<file path="src/rtl/imgdf_pkg.sv">
// imgdf_pkg: shared types and constants of the image line deframer.
// Used by imgdf_parse and image_line_deframer; depends on nothing.
package imgdf_pkg;

  localparam int BYTE_W   = 8;
  localparam int ROW_W    = 12;
  localparam int COL_W    = 12;
  localparam int VALUE_W  = 16;
  localparam int HDR_ROW_W = 16;
  localparam int CFG_W    = 13;
  localparam int HIST_W   = 24;
  localparam int EFF_W_W  = 14;
  localparam int LEN_W    = 15;

  localparam logic [HIST_W-1:0] SYNC_PREFIX  = 24'h90EB00;
  localparam logic [HIST_W-1:0] HIST_CLEAR   = 24'hFFFFFF;
  localparam logic [BYTE_W-1:0] SYNC_LAST    = 8'h00;
  localparam logic [BYTE_W-1:0] ROW_OFS_LO   = 8'd8;
  localparam logic [BYTE_W-1:0] ROW_OFS_HI   = 8'd9;
  localparam logic [BYTE_W-1:0] SYNC_BYTES   = 8'd4;
  localparam logic [BYTE_W-1:0] MIN_HEADER   = 8'd12;
  localparam logic [CFG_W-1:0]  MAX_HEIGHT   = 13'd4096;

  localparam logic [CFG_W-1:0]  WIDTH_RST    = 13'd640;
  localparam logic [CFG_W-1:0]  HEIGHT_RST   = 13'd512;
  localparam logic [BYTE_W-1:0] HEADER_RST   = 8'd16;

  typedef enum logic [1:0] {
    CFG_FRAME_WIDTH  = 2'd0,
    CFG_FRAME_HEIGHT = 2'd1,
    CFG_HEADER_BYTES = 2'd2
  } cfg_index_t;

  // Clamped configuration as seen by the parser.
  typedef struct packed {
    logic [EFF_W_W-1:0] width;
    logic [CFG_W-1:0]   height;
    logic [BYTE_W-1:0]  header;
  } eff_cfg_t;

  typedef struct packed {
    logic               pixel_valid;
    logic [ROW_W-1:0]   pixel_row;
    logic [COL_W-1:0]   pixel_column;
    logic [VALUE_W-1:0] pixel_value;
    logic               frame_commit;
  } result_t;

endpackage

</file>
<file path="src/rtl/imgdf_parse.sv">
// imgdf_parse: sync hunt, header and payload parser, one byte per cycle while take is high.
// Depends on imgdf_pkg; result is combinational from the byte and the state.
module imgdf_parse #(
  parameter int POS_W = 14
) (
  input  logic                           clk,
  input  logic                           rst,
  input  logic                           take,
  input  logic [imgdf_pkg::BYTE_W-1:0]   data,
  input  imgdf_pkg::eff_cfg_t            cfg,
  output logic                           fire,
  output imgdf_pkg::result_t             res
);

  localparam int CMP_W = imgdf_pkg::LEN_W;

  typedef enum logic [1:0] {
    PH_HUNT    = 2'd0,
    PH_HEADER  = 2'd1,
    PH_PAYLOAD = 2'd2
  } phase_t;

  phase_t                              phase, phase_next;
  logic [imgdf_pkg::HIST_W-1:0]        sync_history, sync_history_next;
  logic [POS_W-1:0]                    byte_pos, byte_pos_next;
  logic [imgdf_pkg::HDR_ROW_W-1:0]     cur_row, cur_row_next;
  logic                                row_ok, row_ok_next;
  logic [imgdf_pkg::HDR_ROW_W-1:0]     prev_row, prev_row_next;
  logic [imgdf_pkg::BYTE_W-1:0]        low_hold, low_hold_next;

  logic [POS_W-1:0]                    pos_inc;
  logic [CMP_W-1:0]                    pos_ext, pos_inc_ext, len;
  logic                                last, height_hit;

  assign pos_inc     = byte_pos + POS_W'(1);
  assign pos_ext     = CMP_W'(byte_pos);
  assign pos_inc_ext = pos_ext + CMP_W'(1);
  assign len         = {cfg.width, 1'b0};
  assign last        = pos_inc_ext >= len;
  assign height_hit  = cur_row == imgdf_pkg::HDR_ROW_W'(cfg.height);

  always_comb begin
    phase_next        = phase;
    sync_history_next = sync_history;
    byte_pos_next     = byte_pos;
    cur_row_next      = cur_row;
    row_ok_next       = row_ok;
    prev_row_next     = prev_row;
    low_hold_next     = low_hold;
    fire              = 1'b0;
    res               = '0;
    unique case (phase)
      PH_HEADER: begin
        if (byte_pos == POS_W'(imgdf_pkg::ROW_OFS_LO)) begin
          cur_row_next = {cur_row[15:8], data};
        end else if (byte_pos == POS_W'(imgdf_pkg::ROW_OFS_HI)) begin
          cur_row_next = {data, cur_row[7:0]};
        end
        byte_pos_next = pos_inc;
        if (CMP_W'(pos_inc) >= CMP_W'(cfg.header)) begin
          row_ok_next = (cur_row_next != '0) &&
                        (cur_row_next <= imgdf_pkg::HDR_ROW_W'(cfg.height));
          if (row_ok_next) begin
            // frame wraps back to its first row
            if (cur_row_next == imgdf_pkg::HDR_ROW_W'(1) &&
                prev_row > imgdf_pkg::HDR_ROW_W'(1)) begin
              fire             = 1'b1;
              res.frame_commit = 1'b1;
            end
            prev_row_next = cur_row_next;
          end
          phase_next    = PH_PAYLOAD;
          byte_pos_next = '0;
        end
      end
      PH_PAYLOAD: begin
        if (!byte_pos[0]) begin
          low_hold_next = data;
        end else if (row_ok) begin
          fire             = 1'b1;
          res.pixel_valid  = 1'b1;
          res.pixel_row    = imgdf_pkg::ROW_W'(cur_row - imgdf_pkg::HDR_ROW_W'(1));
          res.pixel_column = pos_ext[imgdf_pkg::COL_W:1];
          res.pixel_value  = {data, low_hold};
        end
        byte_pos_next = pos_inc;
        if (last && height_hit) begin
          fire             = 1'b1;
          res.frame_commit = 1'b1;
        end
        if (last) begin
          phase_next        = PH_HUNT;
          byte_pos_next     = '0;
          sync_history_next = imgdf_pkg::HIST_CLEAR;
        end
      end
      default: begin
        phase_next = PH_HUNT;
        if (sync_history == imgdf_pkg::SYNC_PREFIX && data == imgdf_pkg::SYNC_LAST) begin
          phase_next        = PH_HEADER;
          byte_pos_next     = POS_W'(imgdf_pkg::SYNC_BYTES);
          cur_row_next      = '0;
          sync_history_next = imgdf_pkg::HIST_CLEAR;
        end else begin
          sync_history_next = {sync_history[15:0], data};
        end
      end
    endcase
  end

  always_ff @(posedge clk) begin
    if (rst) begin
      phase        <= PH_HUNT;
      sync_history <= imgdf_pkg::HIST_CLEAR;
      byte_pos     <= '0;
      cur_row      <= '0;
      row_ok       <= 1'b0;
      prev_row     <= '0;
    end else if (take) begin
      phase        <= phase_next;
      sync_history <= sync_history_next;
      byte_pos     <= byte_pos_next;
      cur_row      <= cur_row_next;
      row_ok       <= row_ok_next;
      prev_row     <= prev_row_next;
    end
  end

  always_ff @(posedge clk) begin
    if (take) begin
      low_hold <= low_hold_next;
    end
  end

endmodule

</file>
<file path="src/rtl/image_line_deframer.sv">
// image_line_deframer: camera byte stream to pixel writes and frame commits.
// Latency: a result word is shown on the cycle after its byte is accepted.
// Throughput: one byte per cycle, set by the single-pass parser; the input
// stalls only while the one-word output register is full and stalled.
// Reset: registers return to 640 x 512 with a 16-byte header, parser hunts.
// Depends on imgdf_pkg and imgdf_parse.
module image_line_deframer #(
  parameter int MAX_LINE_PIXELS = 4096
) (
  input  logic                               clk,
  input  logic                               rst,
  // byte stream in
  input  logic                               stream_valid,
  output logic                               stream_stall,
  input  logic [imgdf_pkg::BYTE_W-1:0]       stream_byte,
  // result words out
  output logic                               result_valid,
  input  logic                               result_stall,
  output logic                               pixel_valid,
  output logic [imgdf_pkg::ROW_W-1:0]        pixel_row,
  output logic [imgdf_pkg::COL_W-1:0]        pixel_column,
  output logic [imgdf_pkg::VALUE_W-1:0]      pixel_value,
  output logic                               frame_commit,
  // register writes
  input  logic                               cfg_write,
  input  logic [1:0]                         cfg_index,
  input  logic [imgdf_pkg::CFG_W-1:0]        cfg_data
);

  // Position counter must hold a full payload (two bytes a pixel) and the
  // longest header.
  localparam int LINE_POS_W = $clog2(2 * MAX_LINE_PIXELS);
  localparam int POS_W      = (LINE_POS_W > imgdf_pkg::BYTE_W) ? LINE_POS_W
                                                              : imgdf_pkg::BYTE_W;

  logic [imgdf_pkg::CFG_W-1:0]   frame_width;
  logic [imgdf_pkg::CFG_W-1:0]   frame_height;
  logic [imgdf_pkg::BYTE_W-1:0]  header_bytes;
  imgdf_pkg::eff_cfg_t           eff;
  imgdf_pkg::result_t            res;
  imgdf_pkg::result_t            res_q;
  logic                          take;
  logic                          fire;

  // Register file: an index past the list is dropped.
  always_ff @(posedge clk) begin
    if (rst) begin
      frame_width  <= imgdf_pkg::WIDTH_RST;
      frame_height <= imgdf_pkg::HEIGHT_RST;
      header_bytes <= imgdf_pkg::HEADER_RST;
    end else if (cfg_write) begin
      unique case (cfg_index)
        imgdf_pkg::CFG_FRAME_WIDTH:  frame_width  <= cfg_data;
        imgdf_pkg::CFG_FRAME_HEIGHT: frame_height <= cfg_data;
        imgdf_pkg::CFG_HEADER_BYTES: header_bytes <= cfg_data[imgdf_pkg::BYTE_W-1:0];
        default: ;
      endcase
    end
  end

  // Clamp the registers into their working ranges.
  always_comb begin
    eff.width = imgdf_pkg::EFF_W_W'(frame_width);
    if (frame_width == '0) begin
      eff.width = imgdf_pkg::EFF_W_W'(1);
    end else if (imgdf_pkg::EFF_W_W'(frame_width) > imgdf_pkg::EFF_W_W'(MAX_LINE_PIXELS)) begin
      eff.width = imgdf_pkg::EFF_W_W'(MAX_LINE_PIXELS);
    end
    eff.height = frame_height;
    if (frame_height == '0) begin
      eff.height = imgdf_pkg::CFG_W'(1);
    end else if (frame_height > imgdf_pkg::MAX_HEIGHT) begin
      eff.height = imgdf_pkg::MAX_HEIGHT;
    end
    eff.header = (header_bytes < imgdf_pkg::MIN_HEADER) ? imgdf_pkg::MIN_HEADER
                                                        : header_bytes;
  end

  // Hold the input only while a finished word waits and the sink stalls.
  assign stream_stall = result_valid && result_stall;
  assign take         = stream_valid && !stream_stall;

  imgdf_parse #(
    .POS_W (POS_W)
  ) u_parse (
    .clk  (clk),
    .rst  (rst),
    .take (take),
    .data (stream_byte),
    .cfg  (eff),
    .fire (fire),
    .res  (res)
  );

  // Output register: load on a byte that yields a word, drop once taken.
  always_ff @(posedge clk) begin
    if (rst) begin
      result_valid <= 1'b0;
    end else if (take && fire) begin
      result_valid <= 1'b1;
    end else if (!result_stall) begin
      result_valid <= 1'b0;
    end
  end

  always_ff @(posedge clk) begin
    if (take && fire) begin
      res_q <= res;
    end
  end

  assign pixel_valid  = res_q.pixel_valid;
  assign pixel_row    = res_q.pixel_row;
  assign pixel_column = res_q.pixel_column;
  assign pixel_value  = res_q.pixel_value;
  assign frame_commit = res_q.frame_commit;

  // A shown word always carries a pixel write or a commit.
  a_word_not_empty: assert property (@(posedge clk) disable iff (rst)
    result_valid |-> (pixel_valid || frame_commit))
    else $error("result word with neither pixel nor commit");

  // A new word only appears after an accepted byte.
  a_word_from_byte: assert property (@(posedge clk) disable iff (rst)
    $rose(result_valid) |-> $past(stream_valid && !stream_stall))
    else $error("result word without an accepted byte");

  // Reset empties the output register.
  a_reset_empty: assert property (@(posedge clk)
    rst |=> !result_valid)
    else $error("result word shown after reset");

endmodule

</file>
<file path="config.mk">
export PLATFORM = sky130hd
export DESIGN_NAME = image_line_deframer
export DESIGN_NICKNAME = d
export VERILOG_FILES = /design/src/rtl/imgdf_pkg.sv /design/src/rtl/imgdf_parse.sv /design/src/rtl/image_line_deframer.sv
export SDC_FILE = /design/constraint.sdc
export NUM_CORES = 1
export LEC_CHECK = 0
export BUFFER_PORTS_ARGS = -buffer_cell sky130_fd_sc_hd__buf_2
export CORE_UTILIZATION = 47
export CTS_CLUSTER_SIZE = 25
export DETAILED_ROUTE_END_ITERATION = 8
export GPL_ROUTABILITY_DRIVEN = 0
export PLACE_DENSITY = 0.68
export SLEW_MARGIN = 10
export SYNTH_ARGS = -nofsm -noshare
export SYNTH_HDL_FRONTEND = slang
export SYNTH_SLANG_ARGS = --single-unit
export TNS_END_PERCENT = 30
</file>
<file path="constraint.sdc">
create_clock -name clk -period 5.3 [get_ports clk]
set_clock_uncertainty 0.15 [all_clocks]
set_input_delay 0 -clock clk [delete_from_list [all_inputs] [get_ports clk]]
set_output_delay 0 -clock clk [all_outputs]
set_load 0.01 [all_outputs]
</file>
==> run summary, run 1 <==
Clock root buffer: clkbuf_16
Antenna violations before repair: 0
Vias in the first global route: 6246
R2r worst-path depth: 14
Nets: 1025
Die width: 133.8 um
MaxCap Viol Count: 0
Pwr dens: 286.6 nW/um^2
Worst-Skew Late Latency: 0.44 ns
Tightest Pin Transition: 0.9082 ns
DRC Markers: 0
Total number of yosys warnings: 0
Initial DRC count: 634
Critical Path Sink Type: flop
CTS Buf Count: 17
Max clock buf depth: 2
R2R Setup Slk: 0.55 ns
GRT Util Overall: 0.2375
Slowest-stage cell, CP: dfxtp_1
Routed via count: 6755
Core area: 16760 um^2
Avg Inst Size Synth: 9.298 um^2
Seq cells post-synth: 156
Port Buf Inserts: 71
Sequential area share after synthesis: 0.4438
Largest net degree at the start of global routing: 50
Synth cell types: 83
Clock Pin Slew Worst Setup and Hold Paths: 0.07 ns
Worst slew margin: 0.3945
R2R Path End: pixel_row[7]
Max-slew violation count: 0
Fin crit share: 0.8968
VDD IR-drop max: 0.2199 mV
CTS Sinks: 156
Commonest cells after routing, fill and taps aside: dfxtp_1, nand2_1, nor2_1, buf_2, a21oi_1
End point of the critical path: pixel_row[7]
Share of the synthesized area in the top cell type: 0.2599
Gate Count Post-Synth: 878
Num ports: 72
Lkg Pwr: 0.003809 uW
Worst R2R Start: u_parse.byte_pos[0]
HPWL Detailed: 14.67 mm
Post-synth EDFFs: 50
Hold Vio Cnt, Final: 0
Drt total wl: 20.40 mm
First-pass GRT wire length: 32.98 mm
Overflow left after global routing: 0
Post-Route Setup TNS: 0 ns
Pre-antenna DRT Iters: 5
Number of post-CTS setup repair buffers: 0
CP cell instances: inv_1 -> ha_1 -> nor2b_1 -> nand4_1 -> mux2_2 -> ha_1 -> a21o_1 -> a221o_1 -> a2111oi_0 -> a21oi_1 -> nor2_1 -> a32oi_1 -> a21boi_4 -> buf_4
Crit path required time: 5.23 ns
Inserted Diodes: 0
Status: complete, no violations
Area of the mapped netlist: 8164 um^2
Setup violators final: 0
Max Freq: 210.4 MHz
Hold_ws: 0.006230 ns
CP arrival: 4.68 ns
Crit-path max cell delay: 0.54 ns
Row cnt: 47
Hold WC Path Type: input port to flop
Routed WL per cell: 17.14 um
Ys flop type: dfxtp_1
Share of layout cells above drive strength 1: 0.1773
WS Path Type: flop to flop
Antenna viol nets, final: 0
Initial Util: 0.4871
CTS tree: yes
CP max FO: 42
RSZ-0062 raised after global routing: no
CP Launch Type: flop
FFs w/ async S/R, synth: 0
Area Overhead vs Synth: 17.44%
Die Y: 133.8 um
Die area: 17900 um^2
Vias per inst: 5.676
Critical Path Most Common Cell: ha_1
Synth area leaders: dfxtp_1, edfxtp_1, ha_1
Commonest non-fill, non-tap cell in the layout: dfxtp_1
Crit path from: u_parse.byte_pos[0]
CTS HTree Levels: 4
Cell taking the most area after synthesis: dfxtp_1
Syn_nets: 946
Tmin final: 4.753 ns
==> area by class of cell <==
| cell class | instances | area (um^2) |
|---|---|---|
| Clock buffer | 17 | 425.4 |
| Clock inverter | 15 | 234.0 |
| Fill cell | 1487 | 7172 |
| Inverter | 27 | 101.3 |
| Multi-Input combinational cell | 643 | 4180 |
| Sequential cell | 156 | 3623 |
| Tap cell | 220 | 275.3 |
| Timing Repair Buffer | 112 | 748.2 |
==> synth_stat cells, drive strengths merged (6+ instances only) <==
master / n
ha: 40
nor2b: 8
xnor2: 11
nand2b: 9
nand4: 17
and3: 11
nor2: 86
and2: 30
clkbuf: 28
a21oi: 76
a22oi: 16
nor3: 34
nand2: 102
o21ai: 30
dfxtp: 106
buf: 24
a22o: 10
nand3: 28
nor4: 19
o21a: 6
mux2: 12
edfxtp: 50
xor2: 8
a21o: 7
nor4b: 6
mux2i: 11
inv: 25
==> timing repair <==
action | CTS | global route
hold endpoints to repair | 77 | 0
resized for setup | 0 | 0
hold buffers | 34 | 0
==> metrics by stage <==
step	power, uW	worst slack [ns]	utilization	cells	instance area (um^2)
CTS	2765	0.5595	0.5721	1190	9588
detailed placement	1407	0.5841	0.5124	1124	8588
floorplan	1362	0.3907	-	878	8168
global placement	1406	0.7331	0.5124	1124	8588
global route	2832	0.2334	0.5721	1190	9588
finish	2748	0.5470	0.5721	1190	9588
==> per-layer routing <==
metal	GRT usage	vias up	routed length [um]
met1	0.3264	3159	9575
li1	-	3335	-
met2	0.3664	213	9168
met4	0.1016	0	483
met5	0	-	0
met3	0.04233	48	1170
==> critical path, delay by kind of cell (launching register included) <==
| family | cells | cell delay [ns] |
|---|---|---|
| buffers and inverters | 2 | 0.57 |
| muxes | 1 | 0.41 |
| adders and majority gates | 2 | 0.57 |
| DFF | 1 | 0.54 |
| and+or+nand+nor | 3 | 0.63 |
| AOI/OAI and AO/OA | 6 | 1.50 |
==> registers in the layout, summed over array words and instances, names as in the netlist <==
name and cells:
frame_commit 1, frame_height 13, frame_width 13, header_bytes 8, pixel_column 12, pixel_row 12, pixel_valid 1, pixel_value 16
result_valid 1, u_parse.byte_pos 13, u_parse.cur_row 16, u_parse.low_hold 8, u_parse.phase 2, u_parse.prev_row 15, u_parse.row_ok 1, u_parse.sync_history 24
==> report_power, final <==
group	switching [uW]	internal (uW)	total, uW
sequential	16.0	1240	1260
combinational	84.8	58.3	143
clock	539	808	1350
total	640	2110	2750
==> cell families (layout without fill, tap and decap cells) <==
group | after synthesis | after routing | synth area share
buf+inv | 79 | 171 | 0.04705
simple gates | 376 | 376 | 0.2402
xor+xnor | 19 | 19 | 0.02038
compound gates | 185 | 185 | 0.1568
mux | 23 | 23 | 0.03050
fa+ha+maj | 40 | 40 | 0.06130
flops | 156 | 156 | 0.4438
==> worst min-delay path by stage <==
stage | startpoint | to | cells after the start
after global placement | cfg_data[9] | frame_width[9] | 3
after floorplan | stream_byte[0] | u_parse.low_hold[0] | 0
after global routing | rst | header_bytes[6] | 2
after detailed placement | cfg_data[9] | frame_width[9] | 3
final | rst | u_parse.cur_row[3] | 2
after CTS | rst | u_parse.cur_row[3] | 2
Power figures use the tool's default switching activity.
==> run 2, diff against run 1 <==
Settings changed: BUFFER_PORTS_ARGS -buffer_cell sky130_fd_sc_hd__buf_2 to unset, DONT_BUFFER_PORTS set to 1, PLACE_DENSITY 0.68 to unset.
==> run summary, run 2 (synthesized netlist as in run 1, its figures left out) <==
Status: complete, no violations
Critical Path Sink Type: flop
Clk pwr share: 0.474
GRT Util Overall: 0.2574
Max reg flops: 24
CTS HTree Levels: 4
Seq pwr share: 0.473
Nets: 960
CTS Buf Count: 17
Hold WC Path Type: input port to flop
Max Freq: 213.4 MHz
Lkg Pwr: 0.003564 uW
Clock Pin Slew Worst Setup and Hold Paths: 0.07 ns
Number of post-CTS setup repair buffers: 0
CP max FO: 42
Initial Util: 0.4871
Share of layout cells above drive strength 1: 0.1105
Vias in the first global route: 6473
Setup WS pre-CTS: 0.6551 ns
Die Y: 133.8 um
Worst-Skew Late Latency: 0.43 ns
Worst slew margin: 0.3434
Antenna viol nets, final: 0
Worst R2R Start: u_parse.byte_pos[0]
R2r worst-path depth: 14
Die area: 17900 um^2
Tmin final: 4.685 ns
Post-Place Cell Area: 8210 um^2
Pwr dens: 286.3 nW/um^2
Switch share: 0.2547
Vias per inst: 5.927
Clock root buffer: clkbuf_16
Port Buf Inserts: 0
Final worst setup slack: 0.6149 ns
R2R Path End: pixel_valid
DRC Markers: 0
First-pass GRT wire length: 35.24 mm
Setup violators final: 0
CP arrival: 4.60 ns
HPWL Detailed: 15.62 mm
Commonest cells after routing, fill and taps aside: dfxtp_1, nand2_1, nor2_1, a21oi_1, edfxtp_1
Comb power frac: 0.052
R2R Setup Slk: 0.61 ns
Fin area: 9278 um^2
Post-Route Setup TNS: 0 ns
Routed WL per cell: 19.65 um
CTS tree: yes
Max-slew violation count: 0
Overflow left after global routing: 0
Routed via count: 6668
CTS Sinks: 156
Crit path required time: 5.22 ns
VDD IR-drop max: 0.2257 mV
Drt total wl: 22.10 mm
Switch Pwr: 676.4 uW
Fin crit share: 0.8840
End point of the critical path: pixel_valid
Cell Int Power: 1979 uW
Row cnt: 47
Core area: 16760 um^2
Tightest Pin Transition: 0.9812 ns
Hold Vio Cnt, Final: 0
Max clock buf depth: 2
Top reg by flops: u_parse.sync_history
MaxCap Viol Count: 0
Num ports: 72
Inserted Diodes: 0
Pre-antenna DRT Iters: 5
WS Path Type: flop to flop
Die width: 133.8 um
Initial DRC count: 728
Layout fillers: 1509
CP Launch Type: flop
Crit path from: u_parse.byte_pos[0]
Area Overhead vs Synth: 13.64%
RSZ-0062 raised after global routing: no
Antenna violations before repair: 0
Commonest non-fill, non-tap cell in the layout: dfxtp_1
Largest net degree at the start of global routing: 89
[run 2: stage by stage]
| stage | instances | hold slack [ns] | total power, uW | util |
|---|---|---|---|---|
| after detailed placement | 1050 | -0.06937 | 1374 | 0.4899 |
| after global routing | 1125 | 0.03257 | 2743 | 0.5536 |
| after CTS | 1125 | 0.0009009 | 2669 | 0.5536 |
| final | 1125 | 0.01429 | 2656 | 0.5536 |
| after global placement | 1050 | -0.06937 | 1370 | 0.4899 |
| after floorplan | 878 | -0.05113 | 1362 | - |
[run 2: layout make-up]
type | count | area, um^2 | area share
clock buffer | 17 | 425.4 | 0.04585
clock inverter | 15 | 193.9 | 0.02090
inverter | 27 | 101.3 | 0.01092
multi-input combinational | 643 | 4180 | 0.4506
sequential | 156 | 3623 | 0.3906
tap | 220 | 275.3 | 0.02967
timing repair buffer | 47 | 478.0 | 0.05152
[run 2: worst min path at each step]
stage,start,end,slack [ns],depth (start not counted)
after floorplan,stream_byte[0],u_parse.low_hold[0],-0.05,0
after global placement,rst,u_parse.cur_row[5],-0.07,1
after detailed placement,rst,u_parse.cur_row[4],-0.07,1
after CTS,stream_byte[2],u_parse.phase[0],0.0009,6
after global routing,stream_byte[2],u_parse.phase[0],0.03,6
final,stream_byte[2],u_parse.phase[0],0.01,6
[run 2: routing by layer]
layer | share of wire | GRT usage
met5 | 0 | 0
met4 | 0.024 | 0.1029
met3 | 0.064 | 0.05140
met2 | 0.46 | 0.4047
met1 | 0.45 | 0.3469
[run 2: critical path: stages, from the launching register on]
cell	delay, ns
dfxtp_1	0.52
inv_1	0.11
ha_1	0.24
nor2b_1	0.13
nand4_1	0.29
mux2_2	0.41
ha_1	0.31
a21o_1	0.18
a221o_1	0.32
a2111oi_0	0.39
a21oi_1	0.22
nor2_1	0.19
a32oi_1	0.21
a21boi_4	0.18
buf_4	0.46
[run 2: timing repair]
item | CTS | global route
hold endpoints to repair | 121 | 0
gates resized for setup | 0 | 0
hold buffers | 43 | 0
[run 2: power by group through the flow]
stage / Sequential [uW] / Combinational [uW] / Clock, uW
after global routing: 1260 / 153 / 1330
after detailed placement: 1280 / 90.5 / 0
after floorplan: 1280 / 84.1 / 0
after global placement: 1280 / 87.2 / 0
final: 1260 / 139 / 1260
after CTS: 1260 / 136 / 1280
